<file path="config.mk">
export PLATFORM = sky130hd
export DESIGN_NAME = cigar_string_parser
export DESIGN_NICKNAME = d
export VERILOG_FILES = /design/src/hdl/csp_pkg.sv /design/src/hdl/csp_front.sv /design/src/hdl/csp_queue.sv /design/src/hdl/csp_back.sv /design/src/hdl/cigar_string_parser.sv
export SDC_FILE = /design/constraint.sdc
export NUM_CORES = 1
export LEC_CHECK = 0
export ABC_AREA = 1
export BUFFER_PORTS_ARGS = -buffer_cell sky130_fd_sc_hd__buf_4
export CORE_MARGIN = 8
export CORE_UTILIZATION = 29
export CTS_CLUSTER_SIZE = 12
export DETAILED_ROUTE_END_ITERATION = 12
export GPL_TIMING_DRIVEN = 0
export PLACE_DENSITY = 0.53
export SYNTH_ARGS = -nofsm -noshare
export SYNTH_HDL_FRONTEND = slang
export SYNTH_HIERARCHICAL = 1
export SYNTH_SLANG_ARGS = --single-unit
</file>
<file path="constraint.sdc">
create_clock -name clk -period 3.9 [get_ports clk]
set_clock_uncertainty 0.15 [all_clocks]
set_input_delay 0.585 -clock clk [delete_from_list [all_inputs] [get_ports clk]]
set_output_delay 0.585 -clock clk [all_outputs]
set_load 0.02 [all_outputs]
</file>
<file path="src/hdl/csp_pkg.sv">
// shared types, codes and constants of the cigar string parser
package csp_pkg;

    // default configuration
    localparam int LENGTH_BITS_DEF = 32;
    localparam int COUNT_BITS_DEF  = 16;
    localparam int QUEUE_DEPTH_DEF = 2;

    // fixed port widths
    localparam int CHAR_W     = 8;
    localparam int RTYPE_W    = 2;
    localparam int OPCODE_W   = 4;
    localparam int OPLEN_W    = 32;
    localparam int ERRCODE_W  = 2;
    localparam int OPCOUNT_W  = 16;
    localparam int DIGIT_W    = 4;

    // ascii characters of interest
    localparam logic [CHAR_W-1:0] CH_NUL   = 8'h00;
    localparam logic [CHAR_W-1:0] CH_ZERO  = 8'h30;
    localparam logic [CHAR_W-1:0] CH_NINE  = 8'h39;
    localparam logic [CHAR_W-1:0] CH_M     = 8'h4D;
    localparam logic [CHAR_W-1:0] CH_I     = 8'h49;
    localparam logic [CHAR_W-1:0] CH_D     = 8'h44;
    localparam logic [CHAR_W-1:0] CH_N     = 8'h4E;
    localparam logic [CHAR_W-1:0] CH_S     = 8'h53;
    localparam logic [CHAR_W-1:0] CH_H     = 8'h48;
    localparam logic [CHAR_W-1:0] CH_P     = 8'h50;
    localparam logic [CHAR_W-1:0] CH_EQ    = 8'h3D;
    localparam logic [CHAR_W-1:0] CH_X     = 8'h58;

    // bam operation codes
    localparam logic [OPCODE_W-1:0] OP_M  = 4'd0;
    localparam logic [OPCODE_W-1:0] OP_I  = 4'd1;
    localparam logic [OPCODE_W-1:0] OP_D  = 4'd2;
    localparam logic [OPCODE_W-1:0] OP_N  = 4'd3;
    localparam logic [OPCODE_W-1:0] OP_S  = 4'd4;
    localparam logic [OPCODE_W-1:0] OP_H  = 4'd5;
    localparam logic [OPCODE_W-1:0] OP_P  = 4'd6;
    localparam logic [OPCODE_W-1:0] OP_EQ = 4'd7;
    localparam logic [OPCODE_W-1:0] OP_X  = 4'd8;

    // result types
    localparam logic [RTYPE_W-1:0] RT_OP    = 2'd0;
    localparam logic [RTYPE_W-1:0] RT_END   = 2'd1;
    localparam logic [RTYPE_W-1:0] RT_ERROR = 2'd2;

    // error codes
    localparam logic [ERRCODE_W-1:0] ERR_NONE       = 2'd0;
    localparam logic [ERRCODE_W-1:0] ERR_UNEXPECTED = 2'd1;
    localparam logic [ERRCODE_W-1:0] ERR_EARLY_END  = 2'd2;
    localparam logic [ERRCODE_W-1:0] ERR_UNKNOWN_OP = 2'd3;

    // class of one character
    typedef enum logic [1:0] {
        TK_DIGIT  = 2'd0,
        TK_END    = 2'd1,
        TK_LETTER = 2'd2,
        TK_OTHER  = 2'd3
    } token_kind_t;

    // classified item passed from front to back
    typedef struct packed {
        token_kind_t          kind;
        logic [DIGIT_W-1:0]   value;   // digit value or op code
    } token_t;

    // one result item
    typedef struct packed {
        logic [RTYPE_W-1:0]   result_type;
        logic [OPCODE_W-1:0]  op_code;
        logic [OPLEN_W-1:0]   op_length;
        logic                 length_overflow;
        logic [ERRCODE_W-1:0] error_code;
        logic [OPCODE_W+OPCOUNT_W-OPCODE_W-1:0] op_count;
    } result_t;

endpackage

</file>
<file path="src/hdl/csp_front.sv">
// front end: accepts characters and classifies them into tokens
module csp_front
    import csp_pkg::*;
(
    input  logic              in_valid,
    output logic              in_stall,
    input  logic [CHAR_W-1:0] char_code,
    input  logic              q_full,
    output logic              push,
    output token_t            push_token
);

    // take an item whenever the queue has room
    assign in_stall = q_full;
    assign push     = in_valid && !q_full;

    // character classification
    always_comb
    begin
        push_token.kind  = TK_OTHER;
        push_token.value = '0;
        if (char_code == CH_NUL)
        begin
            push_token.kind = TK_END;
        end
        else if (char_code >= CH_ZERO && char_code <= CH_NINE)
        begin
            push_token.kind  = TK_DIGIT;
            push_token.value = DIGIT_W'(char_code - CH_ZERO);
        end
        else
        begin
            unique case (char_code)
                CH_M:  begin push_token.kind = TK_LETTER; push_token.value = OP_M;  end
                CH_I:  begin push_token.kind = TK_LETTER; push_token.value = OP_I;  end
                CH_D:  begin push_token.kind = TK_LETTER; push_token.value = OP_D;  end
                CH_N:  begin push_token.kind = TK_LETTER; push_token.value = OP_N;  end
                CH_S:  begin push_token.kind = TK_LETTER; push_token.value = OP_S;  end
                CH_H:  begin push_token.kind = TK_LETTER; push_token.value = OP_H;  end
                CH_P:  begin push_token.kind = TK_LETTER; push_token.value = OP_P;  end
                CH_EQ: begin push_token.kind = TK_LETTER; push_token.value = OP_EQ; end
                CH_X:  begin push_token.kind = TK_LETTER; push_token.value = OP_X;  end
                default:
                begin
                    push_token.kind = TK_OTHER;
                end
            endcase
        end
    end

endmodule

</file>
<file path="src/hdl/csp_queue.sv">
// short token queue between front and back
module csp_queue
    import csp_pkg::*;
#(
    parameter int QUEUE_DEPTH = QUEUE_DEPTH_DEF
)
(
    input  logic   clk,
    input  logic   rst_n,
    input  logic   push,
    input  token_t push_token,
    input  logic   pop,
    output token_t pop_token,
    output logic   full,
    output logic   empty
);

    localparam int PTR_W = (QUEUE_DEPTH > 1) ? $clog2(QUEUE_DEPTH) : 1;
    localparam int CNT_W = $clog2(QUEUE_DEPTH + 1);

    token_t             mem [QUEUE_DEPTH];
    logic [PTR_W-1:0]   wr_ptr_reg, wr_ptr_next;
    logic [PTR_W-1:0]   rd_ptr_reg, rd_ptr_next;
    logic [CNT_W-1:0]   count_reg, count_next;

    assign full      = (count_reg == CNT_W'(QUEUE_DEPTH));
    assign empty     = (count_reg == '0);
    assign pop_token = mem[rd_ptr_reg];

    // pointer and fill level update
    always_comb
    begin
        wr_ptr_next = wr_ptr_reg;
        rd_ptr_next = rd_ptr_reg;
        count_next  = count_reg;
        if (push)
        begin
            wr_ptr_next = (wr_ptr_reg == PTR_W'(QUEUE_DEPTH - 1)) ? '0 : wr_ptr_reg + 1'b1;
        end
        if (pop)
        begin
            rd_ptr_next = (rd_ptr_reg == PTR_W'(QUEUE_DEPTH - 1)) ? '0 : rd_ptr_reg + 1'b1;
        end
        if (push && !pop)
        begin
            count_next = count_reg + 1'b1;
        end
        else if (pop && !push)
        begin
            count_next = count_reg - 1'b1;
        end
    end

    always_ff @(posedge clk or negedge rst_n)
    begin
        if (!rst_n)
        begin
            wr_ptr_reg <= '0;
            rd_ptr_reg <= '0;
            count_reg  <= '0;
        end
        else
        begin
            wr_ptr_reg <= wr_ptr_next;
            rd_ptr_reg <= rd_ptr_next;
            count_reg  <= count_next;
        end
    end

    // storage
    always_ff @(posedge clk)
    begin
        if (push)
        begin
            mem[wr_ptr_reg] <= push_token;
        end
    end

endmodule

</file>
<file path="src/hdl/csp_back.sv">
// back end: parse state machine, length accumulator and result register
module csp_back
    import csp_pkg::*;
#(
    parameter int LENGTH_BITS = LENGTH_BITS_DEF,
    parameter int COUNT_BITS  = COUNT_BITS_DEF
)
(
    input  logic    clk,
    input  logic    rst_n,
    input  logic    q_empty,
    input  token_t  q_token,
    output logic    pop,
    output logic    out_valid,
    input  logic    out_stall,
    output result_t result
);

    localparam int PROD_W = LENGTH_BITS + 4;

    typedef enum logic [2:0] {
        PH_START   = 3'b001,
        PH_NUMBER  = 3'b010,
        PH_DISCARD = 3'b100
    } phase_t;

    phase_t                 phase_reg, phase_next;
    logic [LENGTH_BITS-1:0] acc_reg, acc_next;
    logic                   ovf_reg, ovf_next;
    logic [COUNT_BITS-1:0]  cnt_reg, cnt_next;
    logic                   out_valid_reg, out_valid_next;
    result_t                result_reg, result_next;

    logic [PROD_W-1:0]      prod;
    logic [PROD_W-1:0]      acc_ext;
    logic                   prod_over;
    logic [LENGTH_BITS+OPLEN_W-1:0] len_wide;
    logic [COUNT_BITS+OPCOUNT_W-1:0] cnt_wide;
    logic                   emit;

    // advance when the result register is free or being emptied
    assign pop = !q_empty && (!out_valid_reg || !out_stall);

    // times ten plus digit, saturation when the sum leaves the length range
    assign acc_ext   = {4'b0, acc_reg};
    assign prod      = (acc_ext << 3) + (acc_ext << 1) + PROD_W'(q_token.value);
    assign prod_over = (prod[PROD_W-1:LENGTH_BITS] != '0);

    assign len_wide = {{OPLEN_W{1'b0}}, acc_reg};
    assign cnt_wide = {{OPCOUNT_W{1'b0}}, cnt_reg};

    // parse step
    always_comb
    begin
        phase_next  = phase_reg;
        acc_next    = acc_reg;
        ovf_next    = ovf_reg;
        cnt_next    = cnt_reg;
        emit        = 1'b0;
        result_next = '0;
        if (pop)
        begin
            unique case (phase_reg)
                PH_START:
                begin
                    if (q_token.kind == TK_END)
                    begin
                        emit                 = 1'b1;
                        result_next.result_type = RT_END;
                        result_next.op_count = cnt_wide[OPCOUNT_W-1:0];
                        acc_next             = '0;
                        ovf_next             = 1'b0;
                        cnt_next             = '0;
                    end
                    else if (q_token.kind == TK_DIGIT)
                    begin
                        acc_next   = LENGTH_BITS'(q_token.value);
                        ovf_next   = 1'b0;
                        phase_next = PH_NUMBER;
                    end
                    else
                    begin
                        emit                    = 1'b1;
                        result_next.result_type = RT_ERROR;
                        result_next.error_code  = ERR_UNEXPECTED;
                        phase_next              = PH_DISCARD;
                    end
                end
                PH_NUMBER:
                begin
                    unique case (q_token.kind)
                        TK_DIGIT:
                        begin
                            if (prod_over)
                            begin
                                acc_next = '1;
                                ovf_next = 1'b1;
                            end
                            else
                            begin
                                acc_next = prod[LENGTH_BITS-1:0];
                            end
                        end
                        TK_END:
                        begin
                            emit                    = 1'b1;
                            result_next.result_type = RT_ERROR;
                            result_next.error_code  = ERR_EARLY_END;
                            acc_next                = '0;
                            ovf_next                = 1'b0;
                            cnt_next                = '0;
                            phase_next              = PH_START;
                        end
                        TK_LETTER:
                        begin
                            emit                        = 1'b1;
                            result_next.result_type     = RT_OP;
                            result_next.op_code         = q_token.value;
                            result_next.op_length       = len_wide[OPLEN_W-1:0];
                            result_next.length_overflow = ovf_reg;
                            if (cnt_reg != '1)
                            begin
                                cnt_next = cnt_reg + 1'b1;
                            end
                            acc_next   = '0;
                            ovf_next   = 1'b0;
                            phase_next = PH_START;
                        end
                        default:
                        begin
                            emit                    = 1'b1;
                            result_next.result_type = RT_ERROR;
                            result_next.error_code  = ERR_UNKNOWN_OP;
                            phase_next              = PH_DISCARD;
                        end
                    endcase
                end
                default:
                begin
                    // discard until the terminator
                    if (q_token.kind == TK_END)
                    begin
                        acc_next   = '0;
                        ovf_next   = 1'b0;
                        cnt_next   = '0;
                        phase_next = PH_START;
                    end
                end
            endcase
        end
    end

    // output valid: load on a new result, drop once taken
    always_comb
    begin
        out_valid_next = out_valid_reg;
        if (emit)
        begin
            out_valid_next = 1'b1;
        end
        else if (!out_stall)
        begin
            out_valid_next = 1'b0;
        end
    end

    always_ff @(posedge clk or negedge rst_n)
    begin
        if (!rst_n)
        begin
            phase_reg     <= PH_START;
            acc_reg       <= '0;
            ovf_reg       <= 1'b0;
            cnt_reg       <= '0;
            out_valid_reg <= 1'b0;
        end
        else
        begin
            phase_reg     <= phase_next;
            acc_reg       <= acc_next;
            ovf_reg       <= ovf_next;
            cnt_reg       <= cnt_next;
            out_valid_reg <= out_valid_next;
        end
    end

    // result payload
    always_ff @(posedge clk)
    begin
        if (emit)
        begin
            result_reg <= result_next;
        end
    end

    assign out_valid = out_valid_reg;
    assign result    = result_reg;

endmodule

</file>
<file path="src/hdl/cigar_string_parser.sv">
// top level of the cigar string parser
// a character goes through the token queue and then the result register to the output
// throughput: one character per cycle while no result stalls; tokens pop as results go
// while a result is stalled the token queue (two entries by default) fills, then stalls
// reset: rst_n asynchronous active low; clears phase, length, overflow, count and queue
// after reset the block expects the start of a number and holds no result
module cigar_string_parser
    import csp_pkg::*;
#(
    parameter int LENGTH_BITS = LENGTH_BITS_DEF,
    parameter int COUNT_BITS  = COUNT_BITS_DEF,
    parameter int QUEUE_DEPTH = QUEUE_DEPTH_DEF
)
(
    input  logic                 clk,
    input  logic                 rst_n,
    input  logic                 in_valid,
    output logic                 in_stall,
    input  logic [CHAR_W-1:0]    char_code,
    output logic                 out_valid,
    input  logic                 out_stall,
    output logic [RTYPE_W-1:0]   result_type,
    output logic [OPCODE_W-1:0]  op_code,
    output logic [OPLEN_W-1:0]   op_length,
    output logic                 length_overflow,
    output logic [ERRCODE_W-1:0] error_code,
    output logic [OPCOUNT_W-1:0] op_count
);

    logic    q_full;
    logic    q_empty;
    logic    push;
    logic    pop;
    token_t  push_token;
    token_t  pop_token;
    result_t result;

    // character classifier
    csp_front u_front (
        .in_valid   (in_valid),
        .in_stall   (in_stall),
        .char_code  (char_code),
        .q_full     (q_full),
        .push       (push),
        .push_token (push_token)
    );

    // token queue
    csp_queue #(
        .QUEUE_DEPTH (QUEUE_DEPTH)
    ) u_queue (
        .clk        (clk),
        .rst_n      (rst_n),
        .push       (push),
        .push_token (push_token),
        .pop        (pop),
        .pop_token  (pop_token),
        .full       (q_full),
        .empty      (q_empty)
    );

    // parser state machine
    csp_back #(
        .LENGTH_BITS (LENGTH_BITS),
        .COUNT_BITS  (COUNT_BITS)
    ) u_back (
        .clk       (clk),
        .rst_n     (rst_n),
        .q_empty   (q_empty),
        .q_token   (pop_token),
        .pop       (pop),
        .out_valid (out_valid),
        .out_stall (out_stall),
        .result    (result)
    );

    // result fields
    assign result_type     = result.result_type;
    assign op_code         = result.op_code;
    assign op_length       = result.op_length;
    assign length_overflow = result.length_overflow;
    assign error_code      = result.error_code;
    assign op_count        = result.op_count;

endmodule

</file>
==> flow_summary.toml <==
[grt]
grt_use_met2_pct = 20.93
grt_pass1_vias = 6919
grt_start_max_net_pins = 58
track_usage_pct = 12.43
grt_pass1_wl_um = 34200
groute.layer.met3.usage_pct = 2.596
grt_busiest_layer = "met2"
antenna_found_initial = 0
use_met1_pct = 15.68
globalRouteOverflowTotal = 0

[sta]
setup_viol = 0
slew_viol_final = 0
hold_viol = 0
tns_ns = 0
grt_setup_unrepaired = "false"
post-route-worst-setup-slack_ns = 0.2572
period_needed_ns = 3.643
tightest_slew_ns = 0.8979
period_share_pct = 93.41
hold_ws_ns = 0.09592
max_freq_mhz = 274.5
slew-limit-headroom_pct = 40.00

[final_layout]
final_cells = 1552
drive_gt1_share_pct = 16.10
largest_reg_flops = 57
final_common_cell = "nand2_1"
final_core_util_pct = 35.13
fin_area_um2 = 10060
layout_common_cells = "nand2_1 (318), inv_1 (158), nor2_1 (121), buf_4 (74), ha_1 (70)"
finalNetCount = 1239
diodes = 0
area_delta_synth_final_pct = 19.84
nFillCells = 2975

[critical_path]
required_ns = 4.05
path_class = "register to register"
path_buf_inv = 5
cpMostUsedCell = "nand2_1"
cp_max_fo = 10
critPathArrivalTime_ns = 3.80
crit_family = "simple AND/OR/NAND/NOR gates"
cpPeakStageDelay_ns = 0.53
critPathSlowestCell = "fa_1"
path_cells = "buf_6, mux2_4, fa_1, inv_1, fa_2, inv_1, nand4_1, nand2_2, nand2_1, nand2_2, nand2_1, nand3_1, nand2_1, nor2_2, nand2_1, buf_6, buf_6, o21ai_2, nand2_1"
start_kind = "register"
cp-end-kind = "register"

[floorplanning]
die_area_um2 = 34640
initial_core_util_pct = 29.32
die_h_um = 186.1
core_um2 = 28630
num_rows = 62
die_width_um = 186.1
ios = 71

[cts]
cts_root_buf = "clkbuf_16"
cts_tree = "done"
htree_levels = 4
cts_hold_buf = 0
cts_buffers = 17
clk_path_buf_depth = 2
path_clk_slew_ns = 0.06
clk_latency_ns = 0.43
cts.sinks = 126

[job]
drv.max_cap_violation_count = 0

[yosys]
netlist_instances = 1062
syn_nets = 1146
ys_warn_count = 6
synth_edf_count = 69
synthAdderAreaFrac_pct = 10.91
synthSimpleGateAreaFrac_pct = 26.87
synth.top_cell.area_share_pct = 24.69
ys_seq_area_share_pct = 41.70
syn-cell-area_um2 = 8392
ys_ff_latch = 126
yosysUniqueCellTypes = 48
synth_compound_area_share_pct = 7.857
avgSynthCellArea_um2 = 7.902
synth-main-ff-cell = "edfxtp_1"
synthMuxAreaShare_pct = 1.074
synth_top_family_by_area = "simple AND/OR/NAND/NOR gates"
synth_top_cell_by_area = "edfxtp_1"
synth_xor_area_share_pct = 2.714
async_flop_share_pct = 45.24
yosys-top-cells-area = "edfxtp_1 (25%), dfrtp_1 (17%), nand2_1 (14%)"

[route]
avgViaCountPerCell = 4.396
drt_iter0_drc = 316
first_pass_iters = 5
wl_per_cell_um = 13.21
totalWireLength_um = 20500
ant_nets = 0
routed-via-count = 6822
drc = 0

[power_and_ir_drop]
power.leakage_nw = 5.101
p_total_mw = 5.167
p_per_area_nw_per_um2 = 513.8
irDropWorstVdd_mv = 0.2785

[placement]
hpwl_um = 15680
gp_congestion = 0.8849
dpl_cell_area_um2 = 9425
portBuffers = 70
pre_cts_ws_ns = 0.03085
dpl.cell_count = 1517

[min_path]
hold_path.class = "primary input to asynchronous set/reset pin"

[outcome]
outcome = "completed"
-- path summary, 6_finish.rpt --
| kind | slack [ns] | endpoint | startpoint | cells past startpoint |
|---|---|---|---|---|
| worst max-delay path | 0.26 | u_back/acc_reg[17] | u_queue/rd_ptr_reg | 19 |
| worst min-delay path | 0.1 | u_back/acc_reg[8] | rst_n | 1 |
| worst max register to register | 0.26 | u_back/acc_reg[17] | u_queue/rd_ptr_reg | 19 |
| worst min register to register | 0.32 | u_back/ovf_reg | u_back/ovf_reg | 2 |
| max in group asynchronous | 2.99 | u_back/acc_reg[27] | rst_n | 1 |
| min in group clk | 0.28 | u_back/out_valid | out_stall | 3 |
-- routing by layer --
metal	routed length (um)	part of all wire (%)	vias to the layer above
met2	9633	47	104
met4	351	1.7	0
met3	715	3.5	23
met1	9803	48	3116
li1	-	-	3579
met5	0	0	-
-- kinds of logic after synthesis --
kind of cell | count (synthesis)
mux | 6
buf+inv | 187
compound gates | 109
fa+ha+maj | 72
flops | 126
simple gates | 536
xor+xnor | 26
-- timing repair --
action / CTS / global route
resized for setup: 0 / 6
buffers inserted: 0 / 3
setup endpoints to repair: 0 / 32
-- cell type report --
class | count | area (um^2) | share of cell area (%)
sequential | 126 | 3500 | 34.80
multi-input combinational | 749 | 4173 | 41.49
clock buffer | 18 | 439.2 | 4.367
tap | 384 | 480.5 | 4.777
inverter | 172 | 645.6 | 6.420
buffer | 15 | 98.84 | 0.9828
clock inverter | 14 | 152.6 | 1.518
timing repair buffer | 74 | 568.0 | 5.648
-- report_power, final --
part	total (mW)	switching, mW	internal, mW
combinational	1.62	1.05	0.568
sequential	1.92	0.127	1.79
clock	1.63	0.660	0.970
total	5.17	1.84	3.33
-- synthesized netlist by cell type (2+ instances only) --
cell type and number:
nor4_1 2, edfxtp_1 69, xnor2_1 8, o21ai_2 10
nor2_4 2, o21a_1 2, nor3_4 2, clkbuf_1 8
o21bai_1 5, dfrtp_1 56, nor3_2 4, o21ai_1 11
nand4_1 5, nand2_1 321, a31oi_1 5, nor3_1 13
o21ai_0 25, nor2_2 6, mux2_4 6, nand2_2 15
buf_6 5, xor2_1 18, inv_2 14, a21oi_2 4
inv_1 158, nor2_1 123, fa_1 2, a21oi_1 37
ha_1 70, a221oi_1 2, nand3_1 37
Power figures use the tool's default switching activity.
